==> config.mk <==
export PLATFORM = sky130hd
export DESIGN_NAME = simple_moving_average
export DESIGN_NICKNAME = d
export VERILOG_FILES = /design/src/hdl/sma_pkg.sv /design/src/hdl/sma_ram.sv /design/src/hdl/sma_div.sv /design/src/hdl/simple_moving_average.sv
export VERILOG_INCLUDE_DIRS = /design/src /design/src/hdl
export SDC_FILE = /design/constraint.sdc
export NUM_CORES = 1
export LEC_CHECK = 0
export BUFFER_PORTS_ARGS = -buffer_cell sky130_fd_sc_hd__buf_4
export CAP_MARGIN = 10
export CORE_MARGIN = 2
export CORE_UTILIZATION = 60
export CTS_CLUSTER_SIZE = 14
export DETAILED_ROUTE_END_ITERATION = 10
export GPL_TIMING_DRIVEN = 0
export PLACE_DENSITY = 0.77
export SYNTH_ARGS = -nofsm -noshare
export SYNTH_HDL_FRONTEND = slang
export SYNTH_SLANG_ARGS = --single-unit
==> constraint.sdc <==
create_clock -name clk -period 5.1 [get_ports clk]
set_input_delay 0.765 -clock clk [delete_from_list [all_inputs] [get_ports clk]]
set_output_delay 0.765 -clock clk [all_outputs]
set_load 0.005 [all_outputs]
==> src/hdl/simple_moving_average_defines.svh <==
// assertion macros for the moving average block
// expects clk and rst in the scope where a macro is used
`ifndef SIMPLE_MOVING_AVERAGE_DEFINES_SVH
`define SIMPLE_MOVING_AVERAGE_DEFINES_SVH

`ifndef NO_ASSERTIONS
`define SMA_ASSERT_IMPL(name, ante, cons) \
  name: assert property (@(posedge clk) disable iff (rst) (ante) |-> (cons)) \
    else $error("simple_moving_average: same-cycle check failed");
`define SMA_ASSERT_NEXT(name, ante, cons) \
  name: assert property (@(posedge clk) disable iff (rst) (ante) |=> (cons)) \
    else $error("simple_moving_average: next-cycle check failed");
`else
`define SMA_ASSERT_IMPL(name, ante, cons)
`define SMA_ASSERT_NEXT(name, ante, cons)
`endif

`endif

==> src/hdl/sma_pkg.sv <==
// shared types and field widths for the moving average block
// no dependencies
package sma_pkg;

  localparam int VALUE_BITS = 16;
  localparam int YEAR_BITS  = 12;
  localparam int MONTH_BITS = 4;
  localparam int DAY_BITS   = 5;
  localparam int INDEX_BITS = 16;
  localparam int WLEN_BITS  = 7;

  localparam logic [WLEN_BITS-1:0] WLEN_RESET = 7'd7;

  typedef struct packed {
    logic [VALUE_BITS-1:0] sample_value;
    logic [YEAR_BITS-1:0]  year_in;
    logic [MONTH_BITS-1:0] month_in;
    logic [DAY_BITS-1:0]   day_in;
  } sample_t;

  typedef struct packed {
    logic [VALUE_BITS-1:0] average_value;
    logic [YEAR_BITS-1:0]  year_out;
    logic [MONTH_BITS-1:0] month_out;
    logic [DAY_BITS-1:0]   day_out;
    logic [INDEX_BITS-1:0] sample_index;
  } result_t;

endpackage

==> src/hdl/sma_ram.sv <==
// generic single write, single read ram with registered read data
// no dependencies
module sma_ram #(
  parameter int WIDTH = 16,
  parameter int DEPTH = 64
) (
  input  logic                     clk,
  input  logic                     we,
  input  logic [$clog2(DEPTH)-1:0] waddr,
  input  logic [WIDTH-1:0]         wdata,
  input  logic [$clog2(DEPTH)-1:0] raddr,
  output logic [WIDTH-1:0]         rdata
);

  logic [WIDTH-1:0] mem [DEPTH];

  always_ff @(posedge clk) begin
    if (we) begin
      mem[waddr] <= wdata;
    end
    rdata <= mem[raddr];
  end

endmodule

==> src/hdl/sma_div.sv <==
// restoring divider, one quotient bit per cycle
// standalone, used by simple_moving_average
module sma_div #(
  parameter int NUM_BITS = 23,
  parameter int DEN_BITS = 7
) (
  input  logic                clk,
  input  logic                rst,
  input  logic                start,
  input  logic [NUM_BITS-1:0] dividend,
  input  logic [DEN_BITS-1:0] divisor,
  output logic                busy,
  output logic                done,
  output logic [NUM_BITS-1:0] quotient
);

  localparam int CNT_BITS = $clog2(NUM_BITS + 1);

  logic [CNT_BITS-1:0] count;
  logic [DEN_BITS-1:0] remainder;
  logic [DEN_BITS-1:0] den;
  logic [DEN_BITS:0]   shifted;
  logic                fits;

  assign shifted = {remainder, quotient[NUM_BITS-1]};
  assign fits    = (shifted >= {1'b0, den});

  always_ff @(posedge clk) begin
    if (rst) begin
      busy  <= 1'b0;
      done  <= 1'b0;
      count <= '0;
    end else if (start) begin
      busy  <= 1'b1;
      done  <= 1'b0;
      count <= CNT_BITS'(NUM_BITS);
    end else if (busy) begin
      count <= count - CNT_BITS'(1);
      if (count == CNT_BITS'(1)) begin
        busy <= 1'b0;
        done <= 1'b1;
      end
    end
  end

  always_ff @(posedge clk) begin
    if (start) begin
      quotient  <= dividend;
      remainder <= '0;
      den       <= divisor;
    end else if (busy) begin
      if (fits) begin
        remainder <= DEN_BITS'(shifted - {1'b0, den});
      end else begin
        remainder <= shifted[DEN_BITS-1:0];
      end
      quotient <= {quotient[NUM_BITS-2:0], fits};
    end
  end

endmodule

==> src/hdl/simple_moving_average.sv <==
// simple moving average over a configurable window of dated samples
// uses sma_pkg, sma_ram, sma_div and simple_moving_average_defines.svh
//
// in_valid/in_ready/in_data carry one sample with its date. once at least w
// samples have arrived since reset (w = window_length, 0 taken as 1, values
// above MAX_WINDOW taken as MAX_WINDOW) each sample yields one transfer on
// out_valid/out_ready/out_data: the truncated mean of the newest w samples,
// the date of the sample and its wrapping index. earlier samples yield none.
// cfg_we writes window_length at once; write it only while the block is idle.
// an item is worked one at a time. a sample that yields no result goes
// straight back to idle. otherwise the delay line ram is read back one entry
// a cycle (w entries), then the sum (23 bits wide with default parameters)
// goes through a bit-serial divider, and the quotient is registered onto
// out_valid/out_data as the result.
// the output register holds one result; a new sample is taken while it waits,
// but the next result is held in the divider until the receiver takes it.
// reset clears the counters and sets window_length to 7; the ram needs no
// clearing since only entries written since reset are ever summed.
`include "simple_moving_average_defines.svh"

module simple_moving_average #(
  parameter int MAX_WINDOW  = 64,
  parameter int SAMPLE_BITS = 16
) (
  input  logic                             clk,
  input  logic                             rst,
  input  logic                             cfg_we,
  input  logic [sma_pkg::WLEN_BITS-1:0]    cfg_wdata,
  input  logic                             in_valid,
  output logic                             in_ready,
  input  sma_pkg::sample_t                 in_data,
  output logic                             out_valid,
  input  logic                             out_ready,
  output sma_pkg::result_t                 out_data
);

  import sma_pkg::*;

  localparam int DATA_BITS = (SAMPLE_BITS < VALUE_BITS) ? SAMPLE_BITS : VALUE_BITS;
  localparam int WB        = $clog2(MAX_WINDOW + 1);
  localparam int AW        = $clog2(MAX_WINDOW);
  localparam int SUM_BITS  = DATA_BITS + WB;

  localparam logic [2:0] ST_IDLE  = 3'd0;
  localparam logic [2:0] ST_SUM   = 3'd1;
  localparam logic [2:0] ST_DRAIN = 3'd2;
  localparam logic [2:0] ST_START = 3'd3;
  localparam logic [2:0] ST_DIV   = 3'd4;

  logic [2:0]            state;
  logic [WLEN_BITS-1:0]  window_length;
  logic [AW-1:0]         write_slot;
  logic [AW-1:0]         rd_slot;
  logic [INDEX_BITS-1:0] samples_seen;
  logic [WB-1:0]         fill_count;
  logic [WB-1:0]         fill_next;
  logic [WB-1:0]         eff_window;
  logic [WB-1:0]         win;
  logic [WB-1:0]         reads_left;
  logic                  rd_pend;
  logic [SUM_BITS-1:0]   acc;
  logic [31:0]           wl_ext;
  logic                  accept;
  logic                  out_load;
  logic [DATA_BITS-1:0]  ram_rdata;
  logic                  div_busy;
  logic                  div_done;
  logic [SUM_BITS-1:0]   quotient;
  logic [YEAR_BITS-1:0]  hold_year;
  logic [MONTH_BITS-1:0] hold_month;
  logic [DAY_BITS-1:0]   hold_day;
  logic [INDEX_BITS-1:0] hold_index;

  assign wl_ext = 32'(window_length);

  always_comb begin
    if (wl_ext == 32'd0) begin
      eff_window = WB'(1);
    end else if (wl_ext > 32'(MAX_WINDOW)) begin
      eff_window = WB'(MAX_WINDOW);
    end else begin
      eff_window = WB'(wl_ext);
    end
  end

  assign fill_next = (fill_count == WB'(MAX_WINDOW)) ? fill_count : fill_count + WB'(1);
  assign in_ready  = (state == ST_IDLE);
  assign accept    = in_valid && in_ready;
  assign out_load  = (state == ST_DIV) && div_done && (!out_valid || out_ready);

  sma_ram #(
    .WIDTH (DATA_BITS),
    .DEPTH (MAX_WINDOW)
  ) u_history (
    .clk   (clk),
    .we    (accept),
    .waddr (write_slot),
    .wdata (in_data.sample_value[DATA_BITS-1:0]),
    .raddr (rd_slot),
    .rdata (ram_rdata)
  );

  sma_div #(
    .NUM_BITS (SUM_BITS),
    .DEN_BITS (WB)
  ) u_div (
    .clk      (clk),
    .rst      (rst),
    .start    (state == ST_START),
    .dividend (acc),
    .divisor  (win),
    .busy     (div_busy),
    .done     (div_done),
    .quotient (quotient)
  );

  always_ff @(posedge clk) begin
    if (rst) begin
      state         <= ST_IDLE;
      window_length <= WLEN_RESET;
      write_slot    <= '0;
      samples_seen  <= '0;
      fill_count    <= '0;
      out_valid     <= 1'b0;
      rd_pend       <= 1'b0;
    end else begin
      if (cfg_we) begin
        window_length <= cfg_wdata;
      end
      rd_pend <= (state == ST_SUM);
      if (out_load) begin
        out_valid <= 1'b1;
      end else if (out_ready) begin
        out_valid <= 1'b0;
      end
      unique case (state)
        ST_IDLE: begin
          if (in_valid) begin
            write_slot   <= (write_slot == AW'(MAX_WINDOW - 1)) ? '0 : write_slot + AW'(1);
            samples_seen <= samples_seen + INDEX_BITS'(1);
            fill_count   <= fill_next;
            // skip the sum entirely when no result is due
            state        <= (fill_next >= eff_window) ? ST_SUM : ST_IDLE;
          end
        end
        ST_SUM: begin
          if (reads_left == WB'(1)) begin
            state <= ST_DRAIN;
          end
        end
        ST_DRAIN: state <= ST_START;
        ST_START: state <= ST_DIV;
        ST_DIV: begin
          if (out_load) begin
            state <= ST_IDLE;
          end
        end
        default: state <= ST_IDLE;
      endcase
    end
  end

  // datapath registers, no reset needed
  always_ff @(posedge clk) begin
    if (accept) begin
      win        <= eff_window;
      reads_left <= eff_window;
      rd_slot    <= write_slot;
      acc        <= '0;
      hold_year  <= in_data.year_in;
      hold_month <= in_data.month_in;
      hold_day   <= in_data.day_in;
      hold_index <= samples_seen;
    end else begin
      if (state == ST_SUM) begin
        // walk back from the newest entry, wrapping below slot zero
        rd_slot    <= (rd_slot == '0) ? AW'(MAX_WINDOW - 1) : rd_slot - AW'(1);
        reads_left <= reads_left - WB'(1);
      end
      if (rd_pend) begin
        acc <= acc + SUM_BITS'(ram_rdata);
      end
    end
    if (out_load) begin
      out_data.average_value <= VALUE_BITS'(quotient[DATA_BITS-1:0]);
      out_data.year_out      <= hold_year;
      out_data.month_out     <= hold_month;
      out_data.day_out       <= hold_day;
      out_data.sample_index  <= hold_index;
    end
  end

  `SMA_ASSERT_NEXT(a_fill_after_accept, in_valid && in_ready, fill_count != '0)
  `SMA_ASSERT_IMPL(a_fill_bounded, 1'b1, fill_count <= WB'(MAX_WINDOW))
  `SMA_ASSERT_NEXT(a_div_starts, state == ST_START, div_busy)
  `SMA_ASSERT_IMPL(a_out_from_div, $rose(out_valid), $past(state) == ST_DIV)

endmodule
# ---- Yosys cells after proc, flatten, opt, wreduce, memory -nomap -nowiden
# Memory sizes are Yosys's and may differ from the RTL's. A register that Yosys moved wholly into a read port is not among the register bits.
# Index checks and enable logic that the tools add are counted.
# W data, S select, Z words.
dict set report totals {
  rom_bits 0
  in_bits 49
  regBits 218
  n_memories 1
  latch_bits 0
  ram_bits 1024
  out_inout_bits 55
  elab_cells 91
}
# name depth width read_ports rd_clocked_by_memory_dff wr line_no
set memory_table {}
lappend memory_table {u_history.mem 64 16 1 1 1 sma_ram.sv:15} ;# logic [WIDTH-1:0] mem [DEPTH];
dict set report op_classes {
  add_sub_neg 8
  multipliers 0
  shift 0
  bitwise 0
  reduce_logical 15
  mux 26
  eq_ne 11
  n_div 0
  magnitude_cmp 3
}
# op count
set op_table {}
lappend op_table {{$mux W23} 2}
lappend op_table {{$mux W7} 6}
lappend op_table {{$logic_not A32 Y1} 1}
lappend op_table {{$mux W6} 4}
lappend op_table {{$add A23 B16 Y23} 1}
lappend op_table {{$add A16 B1 Y16 const B} 1}
lappend op_table {{$pmux W3 S5} 1}
lappend op_table {{$mux W5} 2}
lappend op_table {{$mux W3} 3}
lappend op_table {{$ge A8 B7 Y1} 1}
lappend op_table {{$mux W1} 8}
lappend op_table {{$add A7 B1 Y7 const B} 1}
lappend op_table {{$eq A7 B1 Y1 const B} 1}
lappend op_table {{$eq A7 B7 Y1 const B} 1}
lappend op_table {{$ge A7 B7 Y1} 1}
lappend op_table {{$gt A7 B7 Y1 const B} 1}
lappend op_table {{$sub A7 B1 Y7 const B} 1}
lappend op_table {{$sub A7 B7 Y7} 1}
lappend op_table {{$add A6 B1 Y6 const B} 1}
lappend op_table {{$eq A3 B2 Y1 const B} 2}
lappend op_table {{$eq A6 B6 Y1 const B} 1}
lappend op_table {{$logic_not A6 Y1} 1}
lappend op_table {{$reduce_bool A2 Y1} 3}
lappend op_table {{$sub A6 B1 Y6 const B} 1}
lappend op_table {{13 further kinds} 17}

# ---- Logic depth before layout (Yosys ltp)
# Gate-level depths: netlist of run 1.
dict set report logic_depth {
  ltp_word 7
  depth_mapped 12
  mapped_depth_nobuf 12
}

# ---- By module
# From an unflattened synthesis of run 1, not the netlist that was laid out.
dict set report hier_totals {
  hier_cells 2639
  area_unflattened_um2 49642.6
}
# mod seq_area_each_um2 n_inst area_each_um2 cells_each
set by_module_without_submodules {}
lappend by_module_without_submodules {sma_ram 31069.8 1 40042.2 1829}
lappend by_module_without_submodules {simple_moving_average 4584.4 1 7419.6 625}
lappend by_module_without_submodules {sma_div 1181.1 1 2180.8 185}

# ---- Least setup slack after synthesis of run 1
# OpenSTA, ideal clock, no wires.
dict set report synth_timing {
  kind {input to register}
  from {input port out_ready}
  to {register out_data[0] (netlist name), enable pin}
  stages 2
  arrival_ps 3272
  t_required_ps 4630
  setup_slack_ps 1358
  setup_time_ps 470
  path_buffers 0
  path_cell_list {nand2b_1 -> nor2b_1}
}
dict set report synth_between {
  elab_chain_cells 2
}
# item line_no
set synth_rtl {}
lappend synth_rtl {{start: declaration} simple_moving_average.sv:33} ;# input logic out_ready,
lappend synth_rtl {{$logic_or A1 B1 Y1} simple_moving_average.sv:89} ;# assign out_load = (state == ST_DIV) && div_done && (!out_valid || out_ready);
lappend synth_rtl {{$logic_and A1 B1 Y1} simple_moving_average.sv:89}
lappend synth_rtl {{via out_load} simple_moving_average.sv:64} ;# logic out_load;
lappend synth_rtl {{end: declaration} simple_moving_average.sv:34} ;# output sma_pkg::result_t out_data
# The timed path passes the listed nets, and every way through them passes these cells.
# A chain may end at the register's enable or synchronous reset.

# ---- Worst setup path in the final report of run 1
dict set report layout_timing {
  from {register state[1]}
  to {memory u_history.mem[30][0], enable pin}
}
dict set report layout_between {
  elab_chain_cells 4
}
# item line_no
set layout_rtl {}
lappend layout_rtl {{start: declaration} simple_moving_average.sv:50} ;# logic [2:0] state;
lappend layout_rtl {{start signal: assignment} simple_moving_average.sv:143} ;# state <= (fill_next >= eff_window) ? ST_SUM : ST_IDLE;
lappend layout_rtl {{$logic_not A3 Y1} simple_moving_average.sv:87} ;# assign in_ready = (state == ST_IDLE);
lappend layout_rtl {{$logic_and A1 B1 Y1} simple_moving_average.sv:88} ;# assign accept = in_valid && in_ready;
lappend layout_rtl {{$mux W1} sma_ram.sv:18} ;# if (we) begin
lappend layout_rtl {{$mux W1 (not written as such)} sma_ram.sv:19} ;# mem[waddr] <= wdata;
lappend layout_rtl {{end: declaration} sma_ram.sv:15}
# No other way between the ends.

==> flow_metrics.tcl, run 1 <==
set metrics [dict create \
    async_reset_ff_frac 0 \
    syn-num-nets 2701 \
    reg2reg_from "state[1]$_SDFFE_PP0P_" \
    fillCellCount 4891 \
    slew_violations 0 \
    whs_ns 0.208 \
    yosysTopAreaCell "edfxtp_1" \
    synthCells 2610 \
    crit_path_start "state[1]$_SDFFE_PP0P_" \
    outcome "completed" \
    root_buffer "clkbuf_16" \
    num_rows 105 \
    drt_iter0_markers 4037 \
    antenna_found_initial 4 \
    crit_arrival_ns 4.61 \
    crit_type "reg -> reg" \
    port_buffers 102 \
    cp.required_ns 5.49 \
    dp_hpwl_mm 85.9 \
    synth_seq_area_share 0.748 \
    min_from "in_data[15]" \
    finalWeightedCongestion 0.957 \
    relSlewSlack 0.146 \
    yosysUniqueCellTypes 71 \
    clock_latency_ns 0.73 \
    die_y_um 290 \
    grt_usage 0.320 \
    grt_max_degree 65 \
    crit_chain "clkbuf_1 -> nor3_1 -> nand2_1 -> inv_1 -> buf_2 -> nand3_1 -> nor2_2 -> buf_6" \
    cp-end-kind "register" \
    p_int_mw 17.3 \
    drc 0 \
    synth_area_sq_mm 0.0492 \
    worst_pin_slew_ns 1.28 \
    initial_utilization 0.603 \
    clock_path_buffers 3 \
    synth-seq-cells 1258 \
    coreArea_sq_mm 0.0817 \
    dr.pass1.iters 7 \
    grt_pass1_wl_mm 192 \
    rsz0062_at_grt "no" \
    viasPerCell 6.76 \
    cap_violations 0 \
    peakVddDrop_v 0.000368 \
    routedWlPerCell_um 32.8 \
    synth-edff-count 1164 \
    setup_viol 0 \
    min_period_ns 4.22 \
    hold_buffers 0 \
    cts.sinks 1258 \
    p_seq_frac 0.498 \
    start_kind "register" \
    p_leak_nw 18.7 \
    clock_skew_ns 0.0549 \
    cpPeakStageDelay_ns 0.95 \
    die_area_sq_mm 0.0844 \
    overflow 0 \
    combPwrFrac 0.116 \
    dieWidth_um 290 \
    net-switching-power_mw 5.68 \
    cts_made_buffers 119 \
    wl_mm 134 \
    antenna_left 0 \
    hold_viol_final 0 \
    p_clk_frac 0.385 \
    hold_path.class "in -> reg" \
    tns_ns 0 \
    drive_gt1_frac 0.249 \
    htreeDepth 3 \
    num_vias 27600 \
    area_delta_synth_final_pct 15.0 \
    ios 104 \
    clkSlewWorstSetupHoldPaths_ns 0.06 \
    first_global_vias 27500 \
    avgSynthCellArea_sq_um 18.9 \
    min_period_over_period 0.827 \
    fmax_mhz 237 \
    synth_ff_type "edfxtp_1" \
    worstPathMaxFanout 10 \
    cts_setup_buffers 0 \
    p_per_area_mw_per_mm2 406 \
    synth_top_area_share 0.710 \
    swShare 0.247 \
    crit_path_top_delay_cell "nor2_2" \
    synth.top_cells.by_area "edfxtp_1 (71%), mux4_2 (12%), dfxtp_1 (3.8%)" \
    cts_resized 0 \
    cts_tree "done" \
    layout.nets 2991 \
    ys_warn_count 0 \
]
==> metal layers <==
layer  GRT usage  part of all wire  vias to the layer above
met4       0.176             0.063                        6
li1            -                 -                    11100
met3      0.0797              0.12                      436
met5     0.00567           0.00065                        -
met2       0.493              0.46                     2070
met1       0.426              0.35                    14000
==> stage by stage <==
step | worst slack [ns] | instances | utilization | total power, mW | area, sq um
global route | 0.746 | 4074 | 0.693 | 23.5 | 56600
CTS | 1.01 | 4074 | 0.693 | 23.0 | 56600
detailed placement | 1.03 | 3849 | 0.645 | 14.2 | 52700
floorplan | 1.36 | 2610 | - | 13.2 | 49200
finish | 0.884 | 4075 | 0.693 | 23.0 | 56600
global placement | 0.341 | 3782 | 0.628 | 14.2 | 51400
==> state kept, by name, indices dropped and copies added (netlist names), 3 cells and up <==
register and flops:
win 7, samples_seen 16, u_div.remainder 7, acc 23, fill_count 7, write_slot 6, hold_year 12, hold_index 16
hold_day 5, u_history.mem 1024, state 3, out_data 53, reads_left 7, rd_slot 6, hold_month 4, u_div.quotient 23
u_history.rdata 16, window_length 7, u_div.den 7, u_div.count 5
==> cells by family (layout without fill, tap and decap cells) <==
group / Yosys count / in the layout / synth area share
compound gates: 278 / 278 / 0.0369
simple gates: 471 / 471 / 0.0425
other cells: 0 / 1 / 0
mux: 341 / 341 / 0.134
buf+inv: 166 / 560 / 0.0182
xor+xnor: 54 / 54 / 0.00960
flops: 1258 / 1258 / 0.748
fa+ha+maj: 42 / 42 / 0.0110
==> cells in the mapped netlist (12+ instances only) <==
cell type and number:
clkbuf_1 53, buf_4 16, and3_1 18, nor3_1 18, buf_1 12, dfxtp_1 94, nor2_1 154, inv_1 32
o21ai_0 52, a21oi_1 79, mux2i_1 86, xor2_1 26, edfxtp_1 1164, buf_2 32, a211oi_1 22, a31oi_1 15
nand3_1 27, a221oi_1 21, mux4_2 254, xnor2_1 28, a22oi_1 13, or3_1 12, o22ai_1 13, nor2b_1 19
nand2_1 179, ha_1 40
==> critical path, delay by kind of cell, from the launching register on <==
| family | cells | cell delay (ns) |
|---|---|---|
| and+or+nand+nor | 4 | 2.31 |
| buffers and inverters | 4 | 1.25 |
| DFF | 1 | 0.30 |
==> path summary, 6_finish.rpt <==
check | endpoint | slack (ns) | cells after the start
worst max-delay path | u_history.mem[30][0]$_DFFE_PP_ | 0.88 | 8
worst min-delay path | hold_year[6]$_DFFE_PP_ | 0.21 | 1
worst max register to register | u_history.mem[30][0]$_DFFE_PP_ | 0.88 | 8
worst min register to register | out_data[33]$_DFFE_PP_ | 0.40 | 0
==> power by group through the flow <==
| stage | sequential (mW) | combinational, mW | clock [mW] |
|---|---|---|---|
| after CTS | 11.5 | 2.59 | 8.91 |
| final | 11.5 | 2.67 | 8.87 |
| after floorplan | 11.7 | 1.52 | 0 |
| after global placement | 11.7 | 2.49 | 0 |
| after global routing | 11.5 | 2.75 | 9.29 |
| after detailed placement | 11.7 | 2.55 | 0 |
==> cells in the final DEF (no fill, tap or decap), drive strengths merged, types with 12 or more instances in the layout <==
| master | synthesis | layout |
|---|---|---|
| o22ai | 13 | 13 |
| or3 | 12 | 12 |
| nand3 | 27 | 27 |
| mux4 | 254 | 254 |
| dfxtp | 94 | 94 |
| xor2 | 26 | 26 |
| xnor2 | 28 | 28 |
| edfxtp | 1164 | 1164 |
| o21ai | 55 | 55 |
| nor2 | 154 | 154 |
| a211oi | 26 | 26 |
| and3 | 18 | 18 |
| a31oi | 15 | 15 |
| nand2 | 179 | 179 |
| inv | 33 | 34 |
| a221oi | 22 | 22 |
| clkbuf | 54 | 210 |
| mux2i | 86 | 86 |
| a21oi | 79 | 79 |
| a22oi | 13 | 13 |
| buf | 77 | 246 |
| nor3 | 18 | 18 |
| ha | 40 | 40 |
| clkinv | 2 | 58 |
| nor2b | 19 | 19 |
==> cell type report <==
type,instances,area [sq um],share of cell area
diodes,1,2.50,0.0000442
clock buffers,156,3280,0.0579
inverters,35,131,0.00232
repair buffers,169,1920,0.0339
plain buffers,131,764,0.0135
clock inverters,69,679,0.0120
flip-flops and latches,1258,36800,0.650
multi-input cells,1186,11700,0.206
well taps,1070,1340,0.0236
(Power assumes the default switching activity.)
==> inputs of run 2 (changes only) <==
--- a/config.mk
+++ b/config.mk
@@ -9,11 +9,11 @@
 export BUFFER_PORTS_ARGS = -buffer_cell sky130_fd_sc_hd__buf_4
 export CAP_MARGIN = 10
 export CORE_MARGIN = 2
-export CORE_UTILIZATION = 60
+export CORE_UTILIZATION = 56
 export CTS_CLUSTER_SIZE = 14
 export DETAILED_ROUTE_END_ITERATION = 10
 export GPL_TIMING_DRIVEN = 0
-export PLACE_DENSITY = 0.77
+export PLACE_DENSITY = 0.75
 export SYNTH_ARGS = -nofsm -noshare
 export SYNTH_HDL_FRONTEND = slang
 export SYNTH_SLANG_ARGS = --single-unit
==> constraint.sdc (replaced) <==
create_clock -name clk -period 3.7 [get_ports clk]
set_input_delay 0.555 -clock clk [delete_from_list [all_inputs] [get_ports clk]]
set_output_delay 0.555 -clock clk [all_outputs]
set_load 0.005 [all_outputs]
==> run 2 against run 1 <==
  * The flow now finishes with violations (negative setup slack)
  * Combinational power increased by 36%
  * Sequential power increased by 37%
  * Worst setup slack got worse by 0.95 ns
  * Critical path depth increased by 1
  * Cell count increased by 2.2%
  * Clock power increased by 39%
  * Largest power group unchanged
==> flow_metrics.tcl, run 2 (synthesized netlist as in run 1, its figures left out) <==
set metrics [dict create \
    outcome "complete, but fails checks" \
    violations "negative setup slack" \
    first_global_vias 27000 \
    area_delta_synth_final_pct 15.8 \
    largest_reg_flops 1024 \
    die_area_sq_mm 0.0903 \
    coreArea_sq_mm 0.0870 \
    p_seq_frac 0.497 \
    final_cell_mix "edfxtp_1 (1,164), mux4_2 (254), nand2_1 (179), clkbuf_16 (125), buf_4 (120)" \
    clkSlewWorstSetupHoldPaths_ns 0.06 \
    dp_hpwl_mm 85.7 \
    dieWidth_um 301 \
    top_register "u_history.mem" \
    viasPerCell 6.52 \
    start_kind "register" \
    combPwrFrac 0.114 \
    reg2reg_depth 9 \
    htreeDepth 3 \
    clock_skew_ns 0.0433 \
    drt_iter0_markers 3938 \
    min_period_over_period 1.02 \
    crit_type "reg -> reg" \
    worst_pin_slew_ns 1.16 \
    cp.required_ns 4.25 \
    tns_ns -0.0707 \
    rsz0062_at_grt "yes" \
    net-switching-power_mw 7.68 \
    overflow 0 \
    setup_viol 1 \
    cp-end-kind "register" \
    relSlewSlack 0.226 \
    port_buffers 102 \
    min_period_ns 3.77 \
    whs_ns 0.0379 \
    die_y_um 301 \
    crit_arrival_ns 4.32 \
    hold_path.class "in -> reg" \
    worstHoldPathCells 1 \
    p_clk_frac 0.388 \
    clock_latency_ns 0.72 \
    p_int_mw 24.1 \
    largestRegisters "u_history.mem x1024, out_data x53" \
    peakVddDrop_v 0.000540 \
    num_rows 108 \
    fmax_mhz 265 \
    cts_tree "done" \
    dr.pass1.iters 6 \
    p_leak_nw 18.8 \
    layout.nets 2996 \
    cap_violations 0 \
    grt_usage 0.296 \
    p_per_area_mw_per_mm2 558 \
    fin_ws_ns -0.0707 \
    cts.sinks 1258 \
    initial_utilization 0.566 \
    antenna_left 0 \
    antenna_found_initial 1 \
    root_buffer "clkbuf_16" \
    dp_slack_ns -0.454 \
    layout_commonest_cell "edfxtp_1" \
    worstPathMaxFanout 10 \
    routedWlPerCell_um 31.7 \
    finalWeightedCongestion 0.970 \
    n_antenna_cell 0 \
    p_total_mw 31.8 \
    grt_pass1_wl_mm 189 \
    hold_viol_final 0 \
    slew_violations 0 \
    cts_made_buffers 120 \
    drc 0 \
    num_vias 27200 \
    wl_mm 132 \
    grt_max_degree 65 \
    swShare 0.242 \
    ios 104 \
    utilization 0.655 \
    clock_path_buffers 3 \
    fillCellCount 5657 \
    drive_gt1_frac 0.252 \
]
## run 2: cell count changes in the layout (fill, tap and decap cells not counted), moves of 3 or more
cell / delta
nor2_2: -23
nand3_1: -3
a211oi_2: +4
nor2_4: +23
a211oi_1: -4
clkinv_16: -3
clkinv_4: -4
nand3_4: +3
clkbuf_1: +3
buf_6: -3
clkbuf_8: -3
bufinv_16: +3
## run 2: metrics by stage
stage               instance area (sq um)  instances
floorplan                           49200       2610
global placement                    51500       3867
detailed placement                  52800       3934
CTS                                 56900       4164
global route                        57000       4164
finish                              57000       4164
## run 2: power by group through the flow
stage / clock network [mW] / registers, mW / logic, mW
after floorplan: 0 / 16.1 / 2.09
after detailed placement: 0 / 16.1 / 3.48
after global placement: 0 / 16.1 / 3.39
after CTS: 12.4 / 15.8 / 3.52
final: 12.3 / 15.8 / 3.64
after global routing: 12.9 / 15.8 / 3.76
## run 2: repair_timing
action | 4_1_cts | 5_1_grt
pin swaps | 1 | 1
setup endpoints to repair | 317 | 268
hold buffers | 0 | 0
gates resized for setup | 21 | 15
buffers inserted | 4 | 0
## run 2: worst paths after layout
kind	slack (ns)	startpoint	to
max	-0.07	rd_slot[1]$_DFFE_PP_	u_history.rdata[4]$_DFF_P_
min	0.04	in_data[5]	hold_month[0]$_DFFE_PP_
min reg2reg	0.42	win[6]$_DFFE_PP_	u_div.den[6]$_DFFE_PP_
max reg2reg	-0.07	rd_slot[1]$_DFFE_PP_	u_history.rdata[4]$_DFF_P_
## run 2: routing by layer
metal | vias to the layer above | global-route usage | share of wire
met2 | 1951 | 0.461 | 0.47
met5 | - | 0 | 0.000083
met4 | 2 | 0.170 | 0.069
li1 | 11100 | - | -
met3 | 480 | 0.0799 | 0.12
met1 | 13600 | 0.379 | 0.35
## run 2: worst max-delay path, cell delays in order (launching register included)
cell	delay [ns]
edfxtp_1	0.32
buf_2	0.16
buf_4	0.29
buf_2	0.40
buf_2	0.53
mux4_2	0.38
mux2i_1	0.28
o22ai_1	0.22
nor3_1	0.87
nor2_1	0.15
## run 2: area by class of cell
cell class,count,area (sq um),area share
Multi-Input combinational cell,1186,11900,0.208
Inverter,35,131,0.00230
Timing Repair Buffer,173,2000,0.0351
Sequential cell,1258,36800,0.646
Clock inverter,68,671,0.0118
Clock buffer,158,3300,0.0579
Buffer,131,766,0.0134
Tap cell,1155,1450,0.0253
